## config.mk

```make
export PLATFORM = sky130hd
export DESIGN_NAME = lsb_queue
export DESIGN_NICKNAME = d
export VERILOG_FILES = /design/src/rtl/line_score_and_brighten_assert.svh /design/src/rtl/lsb_pkg.sv /design/src/rtl/lsb_queue.sv
export SDC_FILE = /design/constraint.sdc
export NUM_CORES = 1
export LEC_CHECK = 0
export ABC_CLOCK_PERIOD_IN_PS = 7360
export BUFFER_PORTS_ARGS = -buffer_cell sky130_fd_sc_hd__buf_2
export CORE_MARGIN = 3
export CORE_UTILIZATION = 30
export DETAILED_ROUTE_END_ITERATION = 12
export GPL_ROUTABILITY_DRIVEN = 0
export HOLD_SLACK_MARGIN = 0.06
export PLACE_DENSITY_LB_ADDON = 0.15
export SLEW_MARGIN = 20
export SYNTH_ARGS = -nofsm -noshare
export SYNTH_HDL_FRONTEND = slang
export SYNTH_SLANG_ARGS = --single-unit
```

## constraint.sdc

```tcl
create_clock -name clock -period 7.36 [get_ports clock]
set_clock_uncertainty 0.05 [all_clocks]
set_input_delay 1.472 -clock clock [delete_from_list [all_inputs] [get_ports clock]]
set_output_delay 1.472 -clock clock [all_outputs]
set_load 0.02 [all_outputs]
```

## src/rtl/line_score_and_brighten_assert.svh

```systemverilog
// Assertion macros used by the top-level RTL file to check its own behavior.
`ifndef LINE_SCORE_AND_BRIGHTEN_ASSERT_SVH
`define LINE_SCORE_AND_BRIGHTEN_ASSERT_SVH

// The expression must never be true at a clock edge outside reset.
`define LSB_ASSERT_NEVER(label, expr, msg) \
   label: assert property (@(posedge clock) disable iff (reset) !(expr)) else $error(msg);

// Whenever the antecedent holds, the consequent holds in the same cycle.
`define LSB_ASSERT_IMPLY(label, ante, cons, msg) \
   label: assert property (@(posedge clock) disable iff (reset) (ante) |-> (cons)) \
      else $error(msg);

`endif

```

## src/rtl/lsb_pkg.sv

```systemverilog
// ----------------------------------------------------------------------------
// lsb_pkg
// Shared types, constants and the pixel brighten function of the line block.
// ----------------------------------------------------------------------------
`timescale 1ns / 1ps
`default_nettype none

package lsb_pkg;

   localparam int STORE_BYTES   = 262144;
   localparam int MAX_DIMENSION = 1024;

   localparam int ADDR_W    = $clog2(STORE_BYTES);
   localparam int COORD_W   = $clog2(MAX_DIMENSION);
   localparam int DIM_W     = COORD_W + 1;
   localparam int CH_W      = 3;
   localparam int PIX_W     = 8;
   localparam int SCORE_W   = 15;
   localparam int CSR_IDX_W = 3;
   localparam int CSR_DAT_W = DIM_W;

   localparam int WY_W     = DIM_W + COORD_W;
   localparam int CORNER_W = CH_W + WY_W + 1;
   localparam int CHW_W    = CH_W + DIM_W;
   localparam int ERR_W    = COORD_W + 3;
   localparam int SUM_W    = $clog2(MAX_DIMENSION * 255 + 1);
   localparam int SQ_W     = 2 * COORD_W + 1;
   localparam int V_W      = SQ_W + 16;
   localparam int BIT_TOP  = ((V_W - 1) / 2) * 2;
   localparam int LEN_W    = (V_W + 1) / 2;
   localparam int DEN_W    = LEN_W + 8;
   localparam int NUM_W    = SUM_W + 22;
   localparam int OVF_W    = DEN_W + SCORE_W;
   localparam int DIV_W    = DEN_W + SCORE_W - 1;
   localparam int CNT_W    = $clog2(SCORE_W);

   localparam logic [SCORE_W-1:0] SCORE_MAX = {SCORE_W{1'b1}};
   localparam logic [PIX_W-1:0]   PIX_MAX   = {PIX_W{1'b1}};

   localparam logic [CSR_IDX_W-1:0] CSR_WIDTH    = 3'd0;
   localparam logic [CSR_IDX_W-1:0] CSR_HEIGHT   = 3'd1;
   localparam logic [CSR_IDX_W-1:0] CSR_CHANNELS = 3'd2;
   localparam logic [CSR_IDX_W-1:0] CSR_MODE     = 3'd3;
   localparam logic [CSR_IDX_W-1:0] CSR_AMOUNT   = 3'd4;

   typedef enum logic [1:0] {
      OP_WRITE    = 2'd0,
      OP_READ     = 2'd1,
      OP_SCORE    = 2'd2,
      OP_BRIGHTEN = 2'd3
   } op_type;

   typedef struct packed {
      op_type               op;
      logic [ADDR_W-1:0]    addr;
      logic [PIX_W-1:0]     wbyte;
      logic [COORD_W-1:0]   x0;
      logic [COORD_W-1:0]   y0;
      logic [COORD_W-1:0]   x1;
      logic [COORD_W-1:0]   y1;
      logic                 bad;
      logic [ADDR_W-1:0]    start;
      logic [CHW_W-1:0]     chw;
   } cmd_type;

   typedef struct packed {
      logic push;
      logic pop;
   } q_ctrl_type;

   typedef struct packed {
      logic full;
      logic empty;
   } q_status_type;

   function automatic logic [PIX_W-1:0] brighten_pixel(input logic [PIX_W-1:0] p,
                                                       input logic mode,
                                                       input logic [PIX_W-1:0] amt);
      logic [2*PIX_W-1:0] frac;
      logic [PIX_W:0]     v;
      frac = (PIX_MAX - p) * amt;
      if (mode) begin
         v = {1'b0, p} + {1'b0, frac[2*PIX_W-1:PIX_W]};
      end else begin
         v = {1'b0, p} + {1'b0, amt};
      end
      return v[PIX_W] ? PIX_MAX : v[PIX_W-1:0];
   endfunction

endpackage

`default_nettype wire

```

## src/rtl/lsb_queue.sv

```systemverilog
// ----------------------------------------------------------------------------
// lsb_queue
// Two-entry request queue between the classifier and the execution engine.
// ----------------------------------------------------------------------------
`timescale 1ns / 1ps
`default_nettype none

module lsb_queue import lsb_pkg::*; (
   input  wire logic         clock,
   input  wire logic         reset,
   input  wire q_ctrl_type   ctrl,
   input  wire cmd_type      push_cmd,
   output q_status_type      status,
   output cmd_type           head
);

   cmd_type    entry_ff [2];
   cmd_type    entry_in [2];
   logic       wr_ptr_ff, wr_ptr_in;
   logic       rd_ptr_ff, rd_ptr_in;
   logic [1:0] count_ff, count_in;

   always_comb begin
      entry_in  = entry_ff;
      wr_ptr_in = wr_ptr_ff;
      rd_ptr_in = rd_ptr_ff;
      count_in  = count_ff;
      if (ctrl.push) begin
         entry_in[wr_ptr_ff] = push_cmd;
         wr_ptr_in = ~wr_ptr_ff;
      end
      if (ctrl.pop) begin
         rd_ptr_in = ~rd_ptr_ff;
      end
      count_in = count_ff + {1'b0, ctrl.push} - {1'b0, ctrl.pop};
   end

   always_ff @(posedge clock) begin
      entry_ff <= entry_in;
      if (reset) begin
         wr_ptr_ff <= 1'b0;
         rd_ptr_ff <= 1'b0;
         count_ff  <= 2'd0;
      end else begin
         wr_ptr_ff <= wr_ptr_in;
         rd_ptr_ff <= rd_ptr_in;
         count_ff  <= count_in;
      end
   end

   assign status.full  = count_ff[1];
   assign status.empty = (count_ff == 2'd0);
   assign head         = entry_ff[rd_ptr_ff];

endmodule

`default_nettype wire

```

==> Yosys cells after proc, flatten, opt, wreduce, memory -nomap -nowiden <==
Cells that the tools add are included.
{ "totals": {"out_inout_bits": 103, "inputBits": 105, "reg_bits": 206, "elab_cells": 40} }
{ "op_classes": {"bitwise_logic": 4, "addsub": 2, "reduce_logical": 2, "muxes": 6, "n_lt_le_gt_ge": 3} }
{ "op_table": {"columns": ["cell", "n"], "rows": [
  ["101-bit two-way mux", 4],
  ["202-bit bitwise mux", 1],
  ["101-bit demux with 1-bit select", 1],
  ["2-bit greater-or-equal comparator, second input constant", 2],
  ["1-bit inverter with 2-bit output", 2],
  ["2-bit by 1-bit adder with 2-bit output", 1],
  ["2-bit logical NOT", 1],
  ["2-bit by 1-bit less-than comparator with 1-bit output, second input constant", 1],
  ["1-bit inverter", 2],
  ["2-bit by 1-bit subtractor with 2-bit output", 1],
  ["1-bit logical AND", 1]
]} }

==> Logic depth before layout (Yosys ltp) <==
{ "logic_depth": {"word_depth": 6, "ltp_mapped": 6, "mapped_depth_nobuf": 6} }

==> Least setup slack after synthesis <==
OpenSTA, ideal clock, no wires.
{ "synth_timing": {"path_kind": "input to register", "startpoint": "in ctrl[1] (netlist name)", "endpoint": "reg entry_ff[101] (netlist name), enable pin", "cell_stages": 1, "t_arrival_ns": 5.867, "setup_slack_ns": 0.869, "required_ns": 6.736, "n_path_buf": 0, "setup_ns": 0.574, "cell_sequence": "nor2b_1"} }
{ "synth_rtl": {"columns": ["element", "line_no", "source"], "rows": [
  ["start, declared", "lsb_queue.sv:11", "input wire q_ctrl_type ctrl,"],
  ["end signal, assigned", "lsb_queue.sv:39", "entry_ff <= entry_in;"],
  ["end, declared", "lsb_queue.sv:17", "cmd_type entry_ff [2];"]
]} }
No word-level cell between the ends.

==> results.yml <==
status:
  status: "finished clean"
worst_hold_path:
  hold_class: "reg -> reg"
  hold_start: "wr_ptr_ff"
  worst_hold_path.endpoint: "wr_ptr_ff"
  whs_path_depth: 2
worst_setup_path:
  critPathMaxStageDelay_ps: 1040
  critPathLaunchType: "flop"
  endpoint_kind: "primary output"
  path_class: "reg -> out"
  r2r_setup_slack_ps: 5140
  cp_slowest_cell: "dfxtp_4"
  crit_arrival_ps: 3000
  r2r_cells: 2
  r2r_start: "wr_ptr_ff"
  path_depth: 3
  crit_fanout: 61
  required_ps: 5840
  path_cells: "buf_4 > mux2_2 > buf_2"
  r2r_end: "entry_ff[6]"
  worst-path-buf-inv: 2
  crit_family: "flip-flops"
grt:
  antenna_found_initial: 1
  grt_max_degree: 62
  grt_pass1_wl_um: 22600
  overflow: 0
  grt_usage_pct: 10.1
  grt_pass1_vias: 4122
final_layout:
  antenna_cells: 0
  stdcell_count: 905
  area_growth_pct: 28.2
  nNetsFinal: 665
  layout-drive-gt1-share_pct: 61.2
timing:
  setup_tns_ps: 0
  rsz0062_at_grt: "no"
  slew_violations: 0
  max_slew.worst_pin.slew_ps: 1070
  min_period_ps: 4520
  max_freq_mhz: 221
  setup_viol: 0
  fin_crit_sh_pct: 61.5
  hold_viol: 0
  slew_headroom_pct: 28.4
yosys:
  avgSynthCellArea_um2: 23.5
  ys_types: 15
  ys_ff_latch: 206
  synthCells: 333
  yosysSeqAreaShare_pct: 78.4
  yosys_warnings: 0
  synth_area_um2: 7840
  synth_fp_nets: 440
die:
  io_pins: 208
  rows: 58
  die_w_um: 168
  start_util_pct: 30.9
  die_height_um: 168
  dieArea_um2: 28100
  core_area_um2: 25400
cts:
  htreeDepth: 1
  insertion_delay_ps: 500
  post_cts_buffers: 0
  postCtsHoldBufs: 0
  cts_tree: "built"
  ctsLongestPathBuffers: 3
  cts.sinks: 206
  cts_root_buf: "clkbuf_16"
  ctsResizeCount: 0
  numCtsBuffers: 24
  clk_pin_slew_ps: 50
routing:
  vias: 3771
  dr.pass1.iters: 4
  post_drt_wl_per_cell_um: 16.4
  routed_wl_um: 14800
  ant_nets: 0
  viasPerCell: 4.17
  drc: 0
  drtIter0Drc: 128
pwr:
  vdd_drop_max_uv: 165
  power_leakage_uw: 0.00392
  power_uw: 3030
  pwr_density_cell_nw_per_um2: 301
place:
  dp.final_hpwl_um: 9720
  dp_cells: 862
  portBuffers: 207
flow_run:
  cap_viol_max_count: 0
## layout by cell type, fill, tap and decap left out
master      netlist  layout
mux2_2           21      21
inv_1             2       2
clkbuf_1          0       4
bufinv_16         0       6
dfxtp_4           0       1
xnor2_1           2       2
xnor3_1           1       1
nor2_1            4       4
clkinvlp_4        0       1
buf_2             2     207
buf_4             1       4
clkinv_2          0       4
nor2b_4           0       1
edfxtp_1        202     202
clkinv_1          0       2
dfxtp_1           4       3
mux2_4           80      80
and2_4            0       1
clkbuf_16         0      25
nor2b_1           2       1
inv_6             0       1
ha_1              2       2
## area by class of cell
type / instances / area [µm²]
sequential: 206 / 6150
clock buffer: 29 / 641
clock inverter: 14 / 224
tap: 330 / 413
timing repair buffer: 211 / 1070
multi-input combinational: 113 / 1550
fill: 2356 / 15400
inverter: 2 / 7.51
## how the worst max path moves through the flow
stage | from | end | slack (ps)
after floorplan | ctrl[1] | entry_ff[101] | 870
after global routing | rd_ptr_ff | head[7] | 2670
after CTS | rd_ptr_ff | head[7] | 2750
final | rd_ptr_ff | head[7] | 2840
after global placement | rd_ptr_ff | head[7] | 3330
after detailed placement | rd_ptr_ff | head[7] | 3310
## report_power, final
part | total (µW) | switching [µW] | leakage, µW | internal (µW)
Clock | 1260 | 436 | 0.000421 | 828
Sequential | 1400 | 33.6 | 0.00193 | 1370
Combinational | 358 | 194 | 0.00157 | 164
## tightest hold or removal path: stages (launching register included)
cell	delay [ps]
dfxtp_1	350
xnor2_1	170
nor2_1	40
## cell families (layout without fill, tap and decap cells)
kind of cell | after synthesis | count (layout) | share of synthesized area, %
XOR/XNOR | 3 | 3 | 0.511
flip-flops | 206 | 206 | 78.4
multiplexers | 101 | 101 | 18.3
AND/OR/NAND/NOR | 7 | 7 | 0.431
adder cells (fa/ha/maj) | 2 | 2 | 0.319
buffers and inverters | 14 | 256 | 2.00
## routing by layer
metal | up-vias | routed length (µm) | global-route usage, %
li1 | 1770 | - | -
met1 | 1811 | 6160 | 12.6
met2 | 162 | 6640 | 15.8
met3 | 26 | 1690 | 4.72
met4 | 2 | 307 | 3.20
met5 | - | 13 | 0
## flip-flops by register name, summed over array words and instances, names as in the netlist
name / count
entry_ff: 202
count_ff: 2
rd_ptr_ff: 1
wr_ptr_ff: 1
## stage by stage
stage | worst slack [ps] | util (%) | instance area [µm²] | hold slack [ps]
after floorplan | 869 | - | 7840 | 446
after global placement | 3330 | 36.2 | 9180 | 515
after detailed placement | 3310 | 36.2 | 9180 | 535
after CTS | 2750 | 39.6 | 10000 | 550
after global routing | 2670 | 39.6 | 10000 | 591
final | 2840 | 39.6 | 10000 | 546
## synth_stat cells
library cell	n	area (µm²)
and2_1	1	6.26
inv_1	2	7.51
xnor3_1	1	22.5
buf_6	1	11.3
nor2b_1	2	12.5
nor2_1	4	15.0
ha_1	2	25.0
buf_2	2	10.0
buf_8	8	120
dfxtp_1	4	80.1
mux2_2	21	236
xnor2_1	2	17.5
edfxtp_1	202	6070
buf_4	1	7.51
mux2_4	80	1200
Note: power is estimated with default switching activity, not from simulation.
